### src/hw/rtl/mma_pkg.sv
`timescale 1ns / 1ps
`default_nettype none

package mma_pkg;

  localparam int unsigned DataW   = 32;
  localparam int unsigned IndexW  = 3;
  localparam int unsigned ButtonW = 8;

  // Item opcodes; code 3 is unused and does nothing.
  typedef enum logic [1:0] {
    OP_MOTION = 2'd0,
    OP_READ   = 2'd1,
    OP_WRITE  = 2'd2
  } op_t;

  // Register map; indices 5..7 are unmapped.
  typedef enum logic [IndexW-1:0] {
    REG_STATUS  = 3'd0,
    REG_X_DATA  = 3'd1,
    REG_Y_DATA  = 3'd2,
    REG_BUTTONS = 3'd3,
    REG_CONTROL = 3'd4
  } reg_idx_t;

  // Status register bit positions.
  localparam int unsigned StatPendingBit = 0;
  localparam int unsigned StatOvfXBit    = 1;
  localparam int unsigned StatOvfYBit    = 2;

  // Control register: interrupt enable.
  localparam int unsigned CtrlIrqEnBit = 0;

  typedef struct packed {
    logic [1:0]              opcode;
    logic [IndexW-1:0]       reg_index;
    logic [DataW-1:0]        write_data;
    logic signed [DataW-1:0] delta_x;
    logic signed [DataW-1:0] delta_y;
    logic [ButtonW-1:0]      button_bits;
  } in_item_t;

  typedef struct packed {
    logic [DataW-1:0] read_data;
    logic             access_ok;
    logic             irq_raise;
  } out_item_t;

  typedef struct packed {
    logic             sum;
    logic             ovf;
  } sat_res_flags_t;

endpackage : mma_pkg

`default_nettype wire

### src/hw/rtl/mouse_motion_accumulator_regs.sv
// Each item passes from the input register into the result register and waits
// on out_* until the consumer takes it; out_stall can hold it in either stage.
// Throughput: one item per cycle while out_stall stays low; the input register
// and the result register together work as a two-deep pipe, so stalls on
// out_stall back up into in_stall only once both stages are full. Each axis
// updates by a saturating 33-bit add as the item leaves the input register.
// Reset (rst_n low, synchronous) empties both stages and zeroes the core state.
`timescale 1ns / 1ps
`default_nettype none

module mouse_motion_accumulator_regs (
  input  logic               clk,
  input  logic               rst_n,
  input  logic               in_valid,
  output logic               in_stall,
  input  mma_pkg::in_item_t  in_item,
  output logic               out_valid,
  input  logic               out_stall,
  output mma_pkg::out_item_t out_item
);
  import mma_pkg::*;

  // Input register: holds the item while it is applied to the state.
  logic      s1_valid_r;
  in_item_t  s1_item_r;

  // Result register: holds a finished item until the consumer takes it.
  logic      out_valid_r;
  out_item_t out_item_r;

  logic      advance;
  logic      in_fire;
  out_item_t core_result;

  // Move the input-stage item forward when the result register is free or
  // drains in this same cycle.
  assign advance  = s1_valid_r && (!out_valid_r || !out_stall);
  // Stall the sender only when the input stage is full and cannot advance.
  assign in_stall = s1_valid_r && !advance;
  assign in_fire  = in_valid && !in_stall;

  mma_core u_core (
    .clk    (clk),
    .rst_n  (rst_n),
    .fire   (advance),
    .item   (s1_item_r),
    .result (core_result)
  );

  always_ff @(posedge clk) begin
    if (!rst_n) begin
      s1_valid_r <= 1'b0;
    end else if (in_fire) begin
      s1_valid_r <= 1'b1;
    end else if (advance) begin
      s1_valid_r <= 1'b0;
    end
  end

  // Payload: load on accept, hold otherwise.
  always_ff @(posedge clk) begin
    if (in_fire) begin
      s1_item_r <= in_item;
    end
  end

  always_ff @(posedge clk) begin
    if (!rst_n) begin
      out_valid_r <= 1'b0;
    end else if (advance) begin
      out_valid_r <= 1'b1;
    end else if (!out_stall) begin
      out_valid_r <= 1'b0;
    end
  end

  always_ff @(posedge clk) begin
    if (advance) begin
      out_item_r <= core_result;
    end
  end

  assign out_valid = out_valid_r;
  assign out_item  = out_item_r;

`ifndef NO_ASSERTIONS
  a_advance_fills_out: assert property (@(posedge clk) disable iff (!rst_n)
    advance |=> out_valid_r)
    else $error("advanced item did not reach the result register");

  a_stall_when_full: assert property (@(posedge clk) disable iff (!rst_n)
    s1_valid_r && out_valid_r && out_stall |-> in_stall && !advance)
    else $error("pipe advanced into a stalled result register");

  a_no_stall_when_empty: assert property (@(posedge clk) disable iff (!rst_n)
    !s1_valid_r |-> !in_stall)
    else $error("input stalled with an empty input stage");
`endif

endmodule : mouse_motion_accumulator_regs

`default_nettype wire

### src/hw/rtl/mma_core.sv
`timescale 1ns / 1ps
`default_nettype none

module mma_core (
  input  logic               clk,
  input  logic               rst_n,
  input  logic               fire,
  input  mma_pkg::in_item_t  item,
  output mma_pkg::out_item_t result
);
  import mma_pkg::*;

  logic signed [DataW-1:0] sum_x_r, sum_x_nxt;
  logic signed [DataW-1:0] sum_y_r, sum_y_nxt;
  logic                    ovf_x_r, ovf_x_nxt;
  logic                    ovf_y_r, ovf_y_nxt;
  logic [ButtonW-1:0]      buttons_r, buttons_nxt;
  logic [DataW-1:0]        control_r, control_nxt;

  logic signed [DataW:0]   add_x, add_y;
  logic signed [DataW-1:0] sat_x, sat_y;
  logic                    clip_x, clip_y;
  logic [DataW-1:0]        status_word;

  localparam logic signed [DataW-1:0] SatMax = {1'b0, {(DataW-1){1'b1}}};
  localparam logic signed [DataW-1:0] SatMin = {1'b1, {(DataW-1){1'b0}}};

  // Saturating adds: overflow when the two top bits of the wide sum disagree.
  always_comb begin
    add_x  = {sum_x_r[DataW-1], sum_x_r} + {item.delta_x[DataW-1], item.delta_x};
    add_y  = {sum_y_r[DataW-1], sum_y_r} + {item.delta_y[DataW-1], item.delta_y};
    clip_x = add_x[DataW] != add_x[DataW-1];
    clip_y = add_y[DataW] != add_y[DataW-1];
    sat_x  = clip_x ? (add_x[DataW] ? SatMin : SatMax) : add_x[DataW-1:0];
    sat_y  = clip_y ? (add_y[DataW] ? SatMin : SatMax) : add_y[DataW-1:0];
  end

  always_comb begin
    status_word                 = '0;
    status_word[StatPendingBit] = (sum_x_r != '0) || (sum_y_r != '0);
    status_word[StatOvfXBit]    = ovf_x_r;
    status_word[StatOvfYBit]    = ovf_y_r;
  end

  always_comb begin
    sum_x_nxt   = sum_x_r;
    sum_y_nxt   = sum_y_r;
    ovf_x_nxt   = ovf_x_r;
    ovf_y_nxt   = ovf_y_r;
    buttons_nxt = buttons_r;
    control_nxt = control_r;
    result      = '0;
    case (item.opcode)
      OP_MOTION: begin
        sum_x_nxt        = sat_x;
        sum_y_nxt        = sat_y;
        ovf_x_nxt        = ovf_x_r | clip_x;
        ovf_y_nxt        = ovf_y_r | clip_y;
        buttons_nxt      = item.button_bits;
        result.access_ok = 1'b1;
        result.irq_raise = control_r[CtrlIrqEnBit];
      end
      OP_READ: begin
        result.access_ok = 1'b1;
        unique case (item.reg_index)
          REG_STATUS:  result.read_data = status_word;
          REG_X_DATA: begin
            result.read_data = sum_x_r;
            sum_x_nxt        = '0;
            ovf_x_nxt        = 1'b0;
          end
          REG_Y_DATA: begin
            result.read_data = sum_y_r;
            sum_y_nxt        = '0;
            ovf_y_nxt        = 1'b0;
          end
          REG_BUTTONS: result.read_data = {{(DataW-ButtonW){1'b0}}, buttons_r};
          REG_CONTROL: result.read_data = control_r;
          default:     result.access_ok = 1'b0;
        endcase
      end
      OP_WRITE: begin
        if (item.reg_index == REG_CONTROL) begin
          control_nxt      = item.write_data;
          result.access_ok = 1'b1;
        end
      end
      default: ;
    endcase
  end

  always_ff @(posedge clk) begin
    if (!rst_n) begin
      sum_x_r   <= '0;
      sum_y_r   <= '0;
      ovf_x_r   <= 1'b0;
      ovf_y_r   <= 1'b0;
      buttons_r <= '0;
      control_r <= '0;
    end else if (fire) begin
      sum_x_r   <= sum_x_nxt;
      sum_y_r   <= sum_y_nxt;
      ovf_x_r   <= ovf_x_nxt;
      ovf_y_r   <= ovf_y_nxt;
      buttons_r <= buttons_nxt;
      control_r <= control_nxt;
    end
  end

`ifndef NO_ASSERTIONS
  a_read_x_clears: assert property (@(posedge clk) disable iff (!rst_n)
    fire && item.opcode == OP_READ && item.reg_index == REG_X_DATA
    |=> sum_x_r == '0 && !ovf_x_r)
    else $error("X read did not clear accumulator and flag");

  a_irq_only_motion: assert property (@(posedge clk) disable iff (!rst_n)
    result.irq_raise |-> item.opcode == OP_MOTION && control_r[CtrlIrqEnBit])
    else $error("interrupt outside an enabled motion item");

  a_state_idle_hold: assert property (@(posedge clk) disable iff (!rst_n)
    !fire |=> $stable(sum_x_r) && $stable(sum_y_r) && $stable(control_r))
    else $error("state changed without an item");

  a_clip_sets_flag: assert property (@(posedge clk) disable iff (!rst_n)
    fire && item.opcode == OP_MOTION && clip_y |=> ovf_y_r)
    else $error("Y saturation did not set its flag");
`endif

endmodule : mma_core

`default_nettype wire
### config.mk
export PLATFORM = sky130hd
export DESIGN_NAME = mouse_motion_accumulator_regs
export DESIGN_NICKNAME = d
export VERILOG_FILES = /design/src/hw/rtl/mma_pkg.sv /design/src/hw/rtl/mouse_motion_accumulator_regs.sv /design/src/hw/rtl/mma_core.sv
export SDC_FILE = /design/constraint.sdc
export NUM_CORES = 1
export LEC_CHECK = 0
export BUFFER_PORTS_ARGS = -buffer_cell sky130_fd_sc_hd__buf_2
export CORE_MARGIN = 5
export CORE_UTILIZATION = 55
export DETAILED_ROUTE_END_ITERATION = 6
export GPL_TIMING_DRIVEN = 0
export PLACE_DENSITY = 0.77
export SYNTH_ARGS = -nofsm -noshare
export SYNTH_HDL_FRONTEND = slang
export SYNTH_SLANG_ARGS = --single-unit
export TNS_END_PERCENT = 30
### constraint.sdc
create_clock -name clk -period 10.7 [get_ports clk]
set_input_delay 1.07 -clock clk [delete_from_list [all_inputs] [get_ports clk]]
set_output_delay 1.07 -clock clk [all_outputs]
set_load 0.1 [all_outputs]
==> run metrics, run 1 <==
Die ar. 25800 sq um; Hold Path Cell Cnt 2; post-CTS setup buffer count 0; Final Routed Wirelength 31800 um; fill cell count 1837; Sw Ratio 0.245; vias in the first global route between 9000 and 10000; hold_buf cts 0; DR vias roughly 10000; antenna violations before repair 0; Worst VDD drop about 0.10 mV; Critical R2R Launch s1_item_r[40]; Area growth syn-to-layout 16.6%; Pwr Density ~150 nW/um^2; post-route ant nets 0; RSZ-0062 raised after global routing false; NumNets Final approximately 1600; Mapped Nets ~1400; clock-pin slew on the worst setup and hold paths 60 ps; Max Slew Vio Count 0; Remaining DRCs 0; Max transition margin 0.564; Fin. Hold Viols 0; Power Internal 1.68 mW; core area approximately 23000 sq um; Max Fclk around 280 MHz; worst reg-to-reg setup slack 7140 ps; FF-to-FF path depth 12; Tcrit/Tclk final 0.333; CP Class flop to flop; Cell Rows between 50 and 60; TritonRoute pass-1 iters 5; GRT Overall Usage 0.241; initial drt markers just over 900; leakage about 5.8 nW; critical path peak fanout 10; Distinct cells, synth a little over 70; Initial Utilization 0.556; Total Power roughly 2.2 mW; pin count of the biggest net entering global routing 37; YS warnings 0; placed cell count 1703; sequential area share after synthesis 0.516; Root Driver clkbuf_16; Num CTS Buffers 27; nature of the critical path endpoint flop; total I/O pin count 149; Hold Path Class flop to flop; first-pass GRT wire length 50800 um; Sink Count 251; clock power share 0.408; final setup fails 0; register bit total from synthesis between 200 and 300; register share of total power 0.488; Syn Std Cell Area ~13000 sq um; Port-buffer cells 148; Post-CTS Resized 0; worst slew pin tran 638 ps; most frequent cells in the layout nand2_1, buf_2, edfxtp_1, a21oi_1, nor2_1; Placer Congestion between 0.9 and 1; skew final around 9 ps; layout cells sized above 1 0.162; Worst Hold Endpoint u_core.control_r[21]; maximum clock path buffer count 3; setup TNS 0 ps; Data required, critical path about 11000 ps; H-tree levels 1; max-cap check violation count 0; Sw Pwr around 540 uW; CTS tree done; Die Height 161 um; leading cell type in the layout, fill and taps excluded nand2_1; async set or reset register ratio after synthesis 0; Hold Crit Start u_core.control_r[21]; Via density around 5.8; final std cells w/o fill about 1800; Comb power frac 0.104; Tmin final around 3600 ps; Mapped Cells ~1300; number of synthesized flops with an enable pin approximately 140; total gr overflow 0; chip width 161 um; Primary FF master, synth edfxtp_1; wire per inst 18.1 um; post-detail-place hpwl about 24000 um; CP startpoint kind flop; status complete, no violations; Skew-Pair Late Insertion Delay ~530 ps; syn avg cell area a little under 10 sq um; RR Endpoint u_core.sum_x_r[10]; Arr. time, crit path around 4000 ps
## logic make-up (layout without fill, tap and decap cells)
family | after synthesis | in the layout | synth area share
mux | 3 | 3 | 0.00360
xor+xnor | 55 | 55 | 0.0397
buf+inv | 71 | 273 | 0.0247
compound gates | 401 | 401 | 0.202
fa+ha+maj | 66 | 66 | 0.0672
flops | 251 | 251 | 0.516
simple gates | 420 | 420 | 0.146
other cells | 0 | 1 | 0
## worst max-delay path by stage
stage	start	end	slack, ps	cells past startpoint
2_1_floorplan	out_stall	s1_item_r[0]	3570	2
3_3_place_gp	out_stall	s1_item_r[31]	1930	3
6_report	s1_item_r[40]	u_core.sum_x_r[10]	7140	12
3_5_place_dp	out_stall	u_core.control_r[21]	6920	9
4_1_cts	s1_item_r[40]	u_core.sum_x_r[7]	7160	12
5_1_grt	s1_item_r[40]	u_core.sum_x_r[7]	6940	12
## metrics by stage
step / setup WS, ps / hold WS [ps] / instance area [sq um] / utilization
4_1_cts: 7160 / 455 / 14500 / 0.646
5_1_grt: 6940 / 470 / 14600 / 0.648
3_5_place_dp: 6920 / 447 / 13700 / 0.607
3_3_place_gp: 1930 / 442 / 13600 / 0.604
2_1_floorplan: 3570 / 433 / 12500 / -
6_report: 7140 / 456 / 14600 / 0.648
## power groups by stage
stage / sequential (mW) / clock (mW) / combinational (mW)
6_report: 1.08 / 0.905 / 0.232
5_1_grt: 1.09 / 0.961 / 0.255
4_1_cts: 1.08 / 0.918 / 0.229
3_5_place_dp: 1.10 / 0 / 0.227
3_3_place_gp: 1.11 / 0 / 0.219
2_1_floorplan: 1.12 / 0 / 0.135
## layer usage
layer	wire [um]	track usage
met1	14000	0.336
met2	14800	0.399
met3	2170	0.0344
met4	887	0.0648
met5	0	0
## cells in the mapped netlist (all sizes together), types with 14 or more instances
cell type	count	area share
a211oi	14	0.0096
a21o	27	0.016
a21oi	142	0.057
a22oi	33	0.020
buf	15	0.0077
clkbuf	44	0.013
dfxtp	108	0.17
edfxtp	143	0.34
ha	64	0.064
nand2	189	0.057
nand2b	14	0.0070
nor2	134	0.040
nor4	17	0.0085
o21ai	105	0.043
xnor2	29	0.020
xor2	26	0.019
## registers in the layout, indices dropped and copies added (netlist names)
signal,flops
u_core.ovf_y_r,1
s1_valid_r,1
u_core.buttons_r,8
out_valid,1
u_core.sum_y_r,32
out_item,34
u_core.control_r,32
s1_item_r,109
u_core.sum_x_r,32
u_core.ovf_x_r,1
## cell type report
type,instances,area [sq um],area share
Clock buffer,38,791,0.0543
Antenna cell,1,2.50,0.000172
Inverter,12,45.0,0.00309
Buffer,59,264,0.0181
Clock inverter,12,86.3,0.00592
Tap cell,285,357,0.0245
Timing Repair Buffer,152,828,0.0568
Multi-Input combinational cell,945,5750,0.394
Sequential cell,251,6460,0.443
## critical path, cell delays in order (launching register included)
cell      delay [ps]
edfxtp_1         420
ha_1             270
fa_1             430
a211oi_1         320
o21a_1           260
a211o_1          200
a21oi_2          100
o21ai_2          300
o21ai_1          130
nor4b_1          380
a211o_1          280
buf_2            250
o21ai_1          100
Power figures use the tool's default switching activity.
==> run 2, diff against run 1 <==
- CORE_UTILIZATION: 55 -> 53
- PLACE_DENSITY: 0.77 -> 0.78
- clock period: 10.7 -> 3.1 ns (I/O delays scaled with it)
==> run 2 against run 1 <==
Net effect: setup slack got worse by 7200 ps; register-to-register slack got worse by 7200 ps; largest cell class unchanged; global-route usage rose by 1.0 points; the flow now finishes with violations (negative setup slack); critical path depth fell by 1; die area rose by 3.5%; clock skew rose by 8.3 ps; via count rose by 7.4%; routed wire length rose by 8.6%; final cell count rose by 9.3%.
==> run metrics, run 2 (synthesis results as in run 1) <==
status complete, but fails checks (was complete, no violations); failing checks negative setup slack; Arr. time, crit path 3630 ps (was 3970 ps); Largest register FFs 109 (unchanged); Via density 5.71 (was 5.81); highest cell delay on the worst timing path 470 ps (was 430 ps); worst slew pin tran 818 ps (was 638 ps); max-cap check violation count 0 (unchanged); Placer Congestion 0.941 (was 0.916); Fin. Hold Viols 0 (unchanged); chip width 164 um (was 161 um); vias in the first global route 10500 (was 9798); leakage 6.39 nW (was 5.79 nW); Pwr Density 495 nW/um^2 (was 152 nW/um^2); Max stage delay cell, worst path dfxtp_1 (was fa_1); final std cells w/o fill 1918 (was 1755); most frequent cells in the layout nand2_1, buf_2, edfxtp_1, a21oi_1, nor2_1 (unchanged); initial drt markers 892 (was 931); Remaining DRCs 0 (unchanged); Hold Path Class input port to flop (was flop to flop); Tcrit/Tclk final 1.01 (was 0.333); antenna violations before repair 0 (unchanged); layout cells sized above 1 0.176 (was 0.162); first-pass GRT wire length 54000 um (was 50800 um); maximum clock path buffer count 3 (unchanged); Port-buffer cells 148 (unchanged); FF-to-FF path depth 11 (was 12); Final Routed Wirelength 34600 um (was 31800 um); leading cell type in the layout, fill and taps excluded nand2_1 (unchanged); CP Class flop to flop (unchanged); Reg with most FFs s1_item_r (unchanged); Initial Utilization 0.536 (was 0.556); total gr overflow 0 (unchanged); critical path peak fanout 5 (was 10); H-tree levels 1 (unchanged); post-detail-place hpwl 24100 um (was 24200 um); Worst Hold Endpoint out_valid (was u_core.control_r[21]); Data required, critical path 3580 ps (was 11110 ps); Die Height 164 um (was 161 um); Max Slew Vio Count 0 (unchanged); GRT Overall Usage 0.251 (was 0.241); worst reg-to-reg setup slack -50 ps (was 7140 ps); post-route ant nets 0 (unchanged); fin util 0.691 (was 0.648); CP startpoint kind flop (unchanged); Skew-Pair Late Insertion Delay 550 ps (was 530 ps); NumNets Final 1755 (was 1627); core area 23300 sq um (was 22500 sq um); Num CTS Buffers 28 (was 27); final hold slack 30.0 ps (was 456 ps); CP bufs+invs 2 (was 1); Setup WS post-layout -46.2 ps (was 7140 ps); Setup WS pre-CTS -404 ps (was 6920 ps); pin count of the biggest net entering global routing 38 (was 37); final setup fails 2 (was 0); setup TNS -61.5 ps (was 0 ps); Top delay family on crit path compound AO/OA/AOI/OAI gates (unchanged); Cell Rows 56 (was 55); Area growth syn-to-layout 28.9% (was 16.6%); total I/O pin count 149 (unchanged); RR Endpoint u_core.sum_x_r[0] (was u_core.sum_x_r[10]); Tmin final 3150 ps (was 3560 ps); Max Fclk 318 MHz (was 281 MHz); skew final 17.3 ps (was 9.00 ps); CTS tree done (unchanged); RSZ-0062 raised after global routing true (was false); DR vias 11000 (was 10200); Worst VDD drop 0.457 mV (was 0.104 mV); Hold Crit Start out_stall (was u_core.control_r[21]); Hold Path Cell Cnt 3 (was 2); Sink Count 251 (unchanged); crit-path cells ha_1 -> a21o_1 -> a221oi_1 -> o21ai_1 -> a21o_1 -> a211oi_1 -> nor3_4 -> a211o_4 -> buf_6 -> buf_6 -> o21ai_2 (was ha_1 -> fa_1 -> a211oi_1 -> o21a_1 -> a211o_1 -> a21oi_2 -> o21ai_2 -> o21ai_1 -> nor4b_1 -> a211o_1 -> buf_2 -> o21ai_1); Root Driver clkbuf_16 (unchanged); TritonRoute pass-1 iters 7 (was 5); Die ar. 26800 sq um (was 25800 sq um); wire per inst 18.0 um (was 18.1 um); Critical R2R Launch u_core.sum_x_r[24] (was s1_item_r[40]); placed cell count 1737 (was 1703); clock-pin slew on the worst setup and hold paths 60 ps (about the same); nature of the critical path endpoint flop (unchanged); Max transition margin 0.454 (was 0.564)
-- run 2: worst max path at each step --
stage                       start                 end  slack (ps)  cells past startpoint
3_5_place_dp         s1_item_r[8]  u_core.sum_y_r[25]        -400                     11
3_3_place_gp        s1_item_r[40]  u_core.sum_x_r[29]        -360                     12
4_1_cts             s1_item_r[40]  u_core.sum_x_r[30]         -20                     12
6_report       u_core.sum_x_r[24]   u_core.sum_x_r[0]         -50                     11
5_1_grt        u_core.sum_x_r[26]   u_core.sum_x_r[0]        -140                     11
2_1_floorplan           out_valid        s1_item_r[0]         180                      2
-- run 2: timing repair --
item                                    4_1_cts  5_1_grt
endpoints found under the setup margin       65       65
hold endpoints to repair                    110        0
gates cloned                                  0        2
hold buffers                                110        0
buffers inserted                              6       10
gates resized for setup                      16       35
pin swaps                                     7       15
-- run 2: final cells by class --
type                       count  area (sq um)
fill                        1697          7220
buffer                        59           302
timing repair buffer         279          2060
multi-input combinational    945          5910
antenna                        1          2.50
clock buffer                  39           790
inverter                      12          45.0
sequential                   251          6460
clock inverter                13           150
tap                          319           399
-- run 2: per-stage QoR --
| step | power, mW | area (sq um) |
|---|---|---|
| after floorplan | 4.34 | 12500 |
| after global placement | 4.57 | 13700 |
| after detailed placement | 4.59 | 13700 |
| after CTS | 7.98 | 15900 |
| after global routing | 8.27 | 16100 |
| final | 7.98 | 16100 |
-- run 2: per-layer routing --
layer	vias up	routed length [um]	share of wire	global-route usage
met5	-	0	0	0
met4	0	1190	0.034	0.0900
met3	81	2360	0.068	0.0323
met2	475	16700	0.48	0.428
met1	5134	14300	0.41	0.331
li1	5264	-	-	-
-- run 2: where the power goes --
group          switching [mW]  internal [mW]
Clock                    1.34           1.96
Combinational           0.555          0.381
Sequential             0.0861           3.66
Total                    1.98           6.00
-- run 2: worst reg2reg max path, delay by kind of cell, from the launching register on --
family | cells | cell delay, ps
compound gates | 7 | 1890
flops | 1 | 470
buf+inv | 2 | 240
simple gates | 1 | 130
fa+ha+maj | 1 | 350
==> run 3, diff against run 2 <==
- CELL_PAD_IN_SITES_DETAIL_PLACEMENT: not set -> 0
- CELL_PAD_IN_SITES_GLOBAL_PLACEMENT: not set -> 1
- CORE_UTILIZATION: 53 -> 41
- PLACE_DENSITY: 0.78 -> 0.77
==> run 3 against run 2 <==
Net effect: the run still ends with negative setup slack left; critical path type unchanged; highest routed layer unchanged; count of clock-buffer cells in the layout is 5 lower; sequential share of layout area is 0.66 points lower; largest cell class unchanged; sequential cell count stayed put; first-iteration DRC count is 24% lower; critical endpoint is now u_core.sum_y_r[17]; largest power group unchanged; sequential power hardly changed; die area is 27% higher; routed wire length is 4.7% higher.
==> run metrics, run 3 (synthesis results as in run 1) <==
Die Height 185 um (was 164 um); pin count of the biggest net entering global routing 37 (was 38); Total Power 8.06 mW (was 7.98 mW); first-pass GRT wire length 55800 um (was 54000 um); met1 Usage GRT 0.284 (was 0.331); Area growth syn-to-layout 31.1% (was 28.9%); Root Driver clkbuf_16 (unchanged); Skew-Pair Late Insertion Delay 550 ps (about the same); TritonRoute pass-1 iters 5 (was 7); placed cell count 1814 (was 1737); cell area after placement 13800 sq um (was 13700 sq um); Tmin final 3110 ps (was 3150 ps); Num CTS Buffers 30 (was 28); final std cells w/o fill 2002 (was 1918); status complete, but fails checks (unchanged); Remaining DRCs 0 (unchanged); Sink Count 251 (unchanged); RR Endpoint u_core.sum_y_r[17] (was u_core.sum_x_r[0]); Setup WS pre-CTS -509 ps (was -404 ps); CP startpoint kind flop (unchanged); Via density 5.30 (was 5.71); CP most frequent cell o21ai_2; Max transition margin 0.423 (was 0.454); final setup fails 1 (was 2); Cell Rows 64 (was 56); Max Fclk 322 MHz (was 318 MHz); Setup WS post-layout -5.02 ps (was -46.2 ps); CTS tree done (unchanged); NumNets Final 1762 (was 1755); met2 usage 0.347 (was 0.428); Placer Congestion 0.905 (was 0.941); Max stage delay cell, worst path edfxtp_1 (was dfxtp_1); maximum clock path buffer count 3 (unchanged); met3 Track Usage GR 0.0270 (was 0.0323); Hold Path Cell Cnt 3 (unchanged); highest cell delay on the worst timing path 430 ps (was 470 ps); final hold slack 18.0 ps (was 30.0 ps); Tcrit/Tclk final 1.00 (was 1.01); CP Class flop to flop (unchanged); initial drt markers 675 (was 892); worst slew pin tran 863 ps (was 818 ps); post-route ant nets 0 (unchanged); fill cell count 2710 (was 1697); Fin. Hold Viols 0 (unchanged); antenna violations before repair 0 (unchanged); RSZ-0062 raised after global routing true (unchanged); nature of the critical path endpoint flop (unchanged); leakage 6.45 nW (was 6.39 nW); DR vias 10600 (was 11000); beginning of the critical path s1_item_r[8] (was u_core.sum_x_r[24]); Max Slew Vio Count 0 (unchanged); clock-pin slew on the worst setup and hold paths 60 ps (about the same); Critical R2R Launch s1_item_r[8] (was u_core.sum_x_r[24]); total I/O pin count 149 (unchanged); H-tree levels 1 (unchanged); setup TNS -5.02 ps (was -61.5 ps); final instance area 16400 sq um (was 16100 sq um); total gr overflow 0 (unchanged); Die ar. 34100 sq um (was 26800 sq um); GRT Overall Usage 0.205 (was 0.251); Hold Path Class input port to flop (unchanged); Largest register FFs 109 (unchanged); wire per inst 18.1 um (was 18.0 um); Port-buffer cells 148 (unchanged); FF-to-FF path depth 13 (was 11); layout cells sized above 1 0.192 (was 0.176); chip width 185 um (was 164 um); skew final 8.73 ps (was 17.3 ps); Reg with most FFs s1_item_r (unchanged); crit-path cells ha_4 -> fa_2 -> a211oi_2 -> o21ai_2 -> o2111a_2 -> o21ai_4 -> o211a_4 -> o31ai_4 -> xor2_4 -> buf_6 -> buf_4 -> o21ai_2 -> a21oi_1 (was ha_1 -> a21o_1 -> a221oi_1 -> o21ai_1 -> a21o_1 -> a211oi_1 -> nor3_4 -> a211o_4 -> buf_6 -> buf_6 -> o21ai_2); vias in the first global route 10200 (was 10500); core area 30300 sq um (was 23300 sq um); Final Routed Wirelength 36200 um (was 34600 um); Arr. time, crit path 3590 ps (was 3630 ps); worst reg-to-reg setup slack -5 ps (was -50 ps); Initial Utilization 0.412 (was 0.536); Worst VDD drop 0.425 mV (was 0.457 mV); max-cap check violation count 0 (unchanged); n_diodes 0 (was 1); failing checks negative setup slack (unchanged); Setup crit end u_core.sum_y_r[17] (was u_core.sum_x_r[0]); gr busiest metal met2 (unchanged); most frequent cells in the layout nand2_1, buf_2, edfxtp_1, a21oi_1, nor2_1 (unchanged); Pwr Density 492 nW/um^2 (was 495 nW/um^2); leading cell type in the layout, fill and taps excluded nand2_1 (unchanged); Data required, critical path 3580 ps (about the same); fin util 0.540 (was 0.691); critical path peak fanout 6 (was 5); post-detail-place hpwl 26100 um (was 24100 um)
-- run 3: changes by cell type in the layout (fill, tap and decap cells not counted), sizes merged --
cell / delta
diode: -1
clkbuf: -6
clkinvlp: -1
inv: -1
buf: +6
clkinv: +10
-- run 3: worst min path at each step --
stage	startpoint	endpoint	slack, ps
2_1_floorplan	in_item[0]	s1_item_r[0]	410
3_3_place_gp	u_core.control_r[22]	u_core.control_r[22]	440
3_5_place_dp	u_core.control_r[30]	u_core.control_r[30]	450
4_1_cts	in_valid	s1_valid_r	10
5_1_grt	rst_n	u_core.ovf_y_r	60
6_report	in_valid	s1_valid_r	20
-- run 3: area by class of cell --
cell class,instances,area (sq um),area share
clock buffers,34,766,0.0467
clock inverters,21,190,0.0116
well taps,396,495,0.0302
plain buffers,59,313,0.0191
multi-input cells,945,6030,0.368
flip-flops and latches,251,6460,0.394
inverters,12,45.0,0.00275
repair buffers,284,2090,0.127
-- run 3: worst max-delay path: cells and delay by family, from the launching register on --
family | cells | cell delay (ps)
buf+inv | 2 | 300
compound gates | 8 | 1360
fa+ha+maj | 2 | 620
flops | 1 | 430
xor+xnor | 1 | 340
-- run 3: repair_timing --
item | 4_1_cts | 5_1_grt
setup buffers | 4 | 15
endpoints found under the hold margin | 110 | 0
endpoints found under the setup margin | 65 | 87
cloned | 2 | 2
pin swaps | 8 | 51
resized for setup | 29 | 73
hold buffers | 110 | 0
-- run 3: per-layer routing --
layer / vias to the layer above / routed length [um]
met3: 51 / 1440
met2: 242 / 17400
met5: - / 0
met4: 0 / 787
met1: 5013 / 16600
li1: 5296 / -
-- run 3: power breakdown --
part	total (mW)	internal, mW	switching, mW
sequential	3.74	3.66	0.0868
clock	3.36	1.95	1.40
combinational	0.959	0.387	0.572
total	8.06	6.00	2.06
